<file path="src/design/hls_ram.sv">
// ---------------------------------------------------------------------------
// hls_ram: generic simple dual-port ram
// One write port, one read port with registered read data.
// ---------------------------------------------------------------------------
`default_nettype none

module hls_ram #(
   parameter int WIDTH = 16,
   parameter int DEPTH = 64
) (
   input  wire logic                                      clock,
   input  wire logic                                      we,
   input  wire logic [(DEPTH > 1 ? $clog2(DEPTH) : 1)-1:0] waddr,
   input  wire logic [WIDTH-1:0]                          wdata,
   input  wire logic [(DEPTH > 1 ? $clog2(DEPTH) : 1)-1:0] raddr,
   output logic      [WIDTH-1:0]                          rdata
);

   logic [WIDTH-1:0] mem_ff [DEPTH];

   always_ff @(posedge clock) begin
      if (we) begin
         mem_ff[waddr] <= wdata;
      end
      rdata <= mem_ff[raddr];
   end

endmodule

`default_nettype wire
</file>
<file path="config.mk">
export PLATFORM = sky130hd
export DESIGN_NAME = hls_ram
export DESIGN_NICKNAME = d
export VERILOG_FILES = /design/src/design/hls_ram.sv
export SDC_FILE = /design/constraint.sdc
export NUM_CORES = 1
export LEC_CHECK = 0
export BUFFER_PORTS_ARGS = -buffer_cell sky130_fd_sc_hd__buf_2
export CAP_MARGIN = 5
export CORE_UTILIZATION = 60
export DETAILED_ROUTE_END_ITERATION = 16
export PLACE_DENSITY = 0.73
export SETUP_SLACK_MARGIN = 0.2
export SKIP_CTS_REPAIR_TIMING = 1
export SYNTH_ARGS = -nofsm -noshare
export SYNTH_HDL_FRONTEND = slang
export SYNTH_SLANG_ARGS = --single-unit
</file>
<file path="constraint.sdc">
create_clock -name clock -period 3.21 [get_ports clock]
set_clock_uncertainty 0.1 [all_clocks]
set_input_delay 0.1605 -clock clock [delete_from_list [all_inputs] [get_ports clock]]
set_output_delay 0.1605 -clock clock [all_outputs]
set_load 0.01 [all_outputs]
</file>
==> run_results.csv <==
group,metric,value,unit
detailed_routing,drt-pass1-iter-count,5,
cells_and_area,fill_cells,3985,
timing,hold_viol,13,
outcome,status,"finished, violations left",
timing,drv_slew,0,
yosys,synth_edf_count,1024,
clocking,clk_pin_slew,60,ps
timing,hold_slack,-18.37,ps
global_route,grt_max_degree,73,
yosys,yosysWarnings,0,
global_route,antenna_found_initial,6,
timing,grt_setup_unrepaired,"false",
setup_path,cp-start-kind,"flop",
yosys,netlist_area,0.04004,mm^2
yosys,ys_async_sr_fraction,0,%
yosys,ys_seq_elements,1040,
cells_and_area,num-nets-final,2043,
clocking,clock_sinks,1040,
run,drv_cap,0,
timing,setup_viol,0,
die,rows,94,
setup_path,path_class,"flop to flop",
power_and_ir_drop,power_leakage,14.53,nW
clocking,h-tree-depth,3,
power_and_ir_drop,p_sw,5.792,mW
timing,final.period_utilization,73.94,%
detailed_routing,drtIter0Drc,2184,
timing,max_freq,421.3,MHz
place,numPortBuffers,45,
detailed_routing,avgRoutedWirePerCell,30.75,um
yosys,ys.flop_type,"edfxtp_1",
cells_and_area,final_util,68.66,%
setup_path,crit_path_end_kind,"flop",
detailed_routing,via_per_inst,6.600,
global_route,grt_pass1_wl,132800,um
place,hpwl,54080,um
detailed_routing,vias,19536,
yosys,ys_seq_area_share,77.59,%
die,die_height,260.3,um
timing,setup_tns,0,ps
timing,slew-limit-headroom,11.86,%
clocking,clk_latency,660,ps
die,die_area,0.06777,mm^2
global_route,grt_pass1_vias,19904,
yosys,ys_types,43,
power_and_ir_drop,peakVddDrop,580.9,uV
setup_path,arrival,2780,ps
setup_path,required,3620,ps
power_and_ir_drop,clkPwrFrac,42.0,%
cells_and_area,layout-drive-gt1-share,28.13,%
clocking,cts_tree,"done",
min_path,worstHoldPathType,"input port to flop",
clocking,cts_buffers,101,
global_route,overflow,0,
clocking,cts_buffer_depth,3,
die,core_region_area,0.06586,mm^2
detailed_routing,antenna_left,0,
cells_and_area,areaGrowthSynthToFinish,12.93,%
detailed_routing,drc,0,
power_and_ir_drop,sw_frac_of_total,20.39,%
yosys,syn_nets,1859,
outcome,violations,"hold timing",
die,ios,46,
die,die_w,260.3,um
setup_path,critPathMaxFanout,1,
power_and_ir_drop,power_frac_seq,53.1,%
timing,worstMarginPinSlew,1322,ps
yosys,syn_avg_cell_area,21.89,um^2
detailed_routing,drt_wl_total,91030,um
die,initial_core_util,60.80,%
global_route,grt.total_usage,27.75,%
timing,period_needed,2374,ps
power_and_ir_drop,intPower,22.61,mW
power_and_ir_drop,comb_power_share,4.9,%
power_and_ir_drop,p_per_area,628.1,mW/mm^2
yosys,syn_inst,1829,
clocking,cts-root-buf,"clkbuf_16",
place,gp_congestion,0.8809,
==> final timing paths <==
check	start	endpoint	slack, ps	cells past startpoint
max reg2reg	mem_ff[5][11]	rdata[11]	840	5
max	mem_ff[5][11]	rdata[11]	840	5
min	wdata[3]	mem_ff[10][3]	-20	1
min reg2reg	mem_ff[62][12]	rdata[12]	780	5
==> synth_stat cells, drive strengths merged (8+ instances only) <==
cell type / count / area share (%)
a211o: 8 / 0.17
a211oi: 8 / 0.15
a21oi: 17 / 0.21
a221oi: 16 / 0.35
a22oi: 39 / 0.73
a311oi: 8 / 0.17
a31oi: 8 / 0.12
buf: 77 / 1.6
clkbuf: 27 / 0.27
dfxtp: 16 / 0.80
edfxtp: 1024 / 77
mux2: 27 / 0.76
mux2i: 85 / 2.1
mux4: 224 / 13
nand2: 60 / 0.58
nand3: 24 / 0.30
nand4: 12 / 0.19
nor2: 74 / 0.71
nor2b: 30 / 0.47
o21ai: 8 / 0.10
==> final cells by class <==
cell class / instances / area [um^2] / area share [%]
Clock buffer: 124 / 2676 / 5.918
Antenna cell: 2 / 5.005 / 0.01107
Timing Repair Buffer: 185 / 1455 / 3.218
Multi-Input combinational cell: 685 / 8249 / 18.24
Tap cell: 864 / 1081 / 2.391
Sequential cell: 1040 / 31070 / 68.71
Clock inverter: 60 / 684.4 / 1.513
==> sequential cells by signal (all words and copies together), names as in the netlist <==
name    flops
mem_ff   1024
rdata      16
==> cells in the final DEF, fill, tap and decap left out, types with 24 or more instances in the layout <==
cell type | Yosys | final
buf_2 | 36 | 42
edfxtp_1 | 1024 | 1024
mux2_2 | 27 | 27
a22oi_1 | 39 | 39
nand2_1 | 59 | 59
nor2b_1 | 30 | 30
clkbuf_16 | 0 | 103
nand3_1 | 24 | 24
nor2_1 | 72 | 72
mux2i_1 | 85 | 85
mux4_2 | 220 | 220
buf_4 | 13 | 127
==> power groups by stage <==
| stage | sequential, mW | clock (mW) | combinational [mW] |
|---|---|---|---|
| after CTS | 15.1 | 12.1 | 1.40 |
| after detailed placement | 15.4 | 0 | 1.39 |
| after global placement | 15.4 | 0 | 1.36 |
| after global routing | 15.1 | 12.5 | 1.48 |
| after floorplan | 15.4 | 0 | 0.778 |
| final | 15.1 | 11.9 | 1.40 |
==> kinds of logic (layout without fill, tap and decap cells) <==
| family | after synthesis | in the layout | share of synthesized area (%) |
|---|---|---|---|
| flops | 1040 | 1040 | 77.59 |
| mux | 336 | 336 | 15.52 |
| simple gates | 220 | 220 | 2.647 |
| compound gates | 129 | 129 | 2.409 |
| buf+inv | 104 | 369 | 1.831 |
| other cells | 0 | 2 | 0 |
==> layer usage <==
| metal | track usage, % | wire length, um | vias to the layer above |
|---|---|---|---|
| met2 | 45.10 | 45410 | 1011 |
| met5 | 0 | 61 | - |
| li1 | - | - | 8047 |
| met3 | 5.721 | 8272 | 210 |
| met4 | 11.34 | 3895 | 8 |
| met1 | 37.20 | 33390 | 10260 |
==> per-stage QoR <==
stage	area (um^2)	instances	total power, mW	setup WS [ps]
floorplan	40040	1829	16.14	914.7
global placement	41830	2772	16.73	414.7
detailed placement	41830	2772	16.76	419.4
CTS	45190	2956	28.54	927.5
global route	45220	2958	29.10	834.8
finish	45220	2960	28.41	836.4
==> critical path: stages (launching register included) <==
cell,delay [ps]
edfxtp_1,360
mux4_2,490
mux2i_1,300
a22oi_1,260
a31oi_1,620
a311oi_1,100
(Power assumes the default switching activity.)
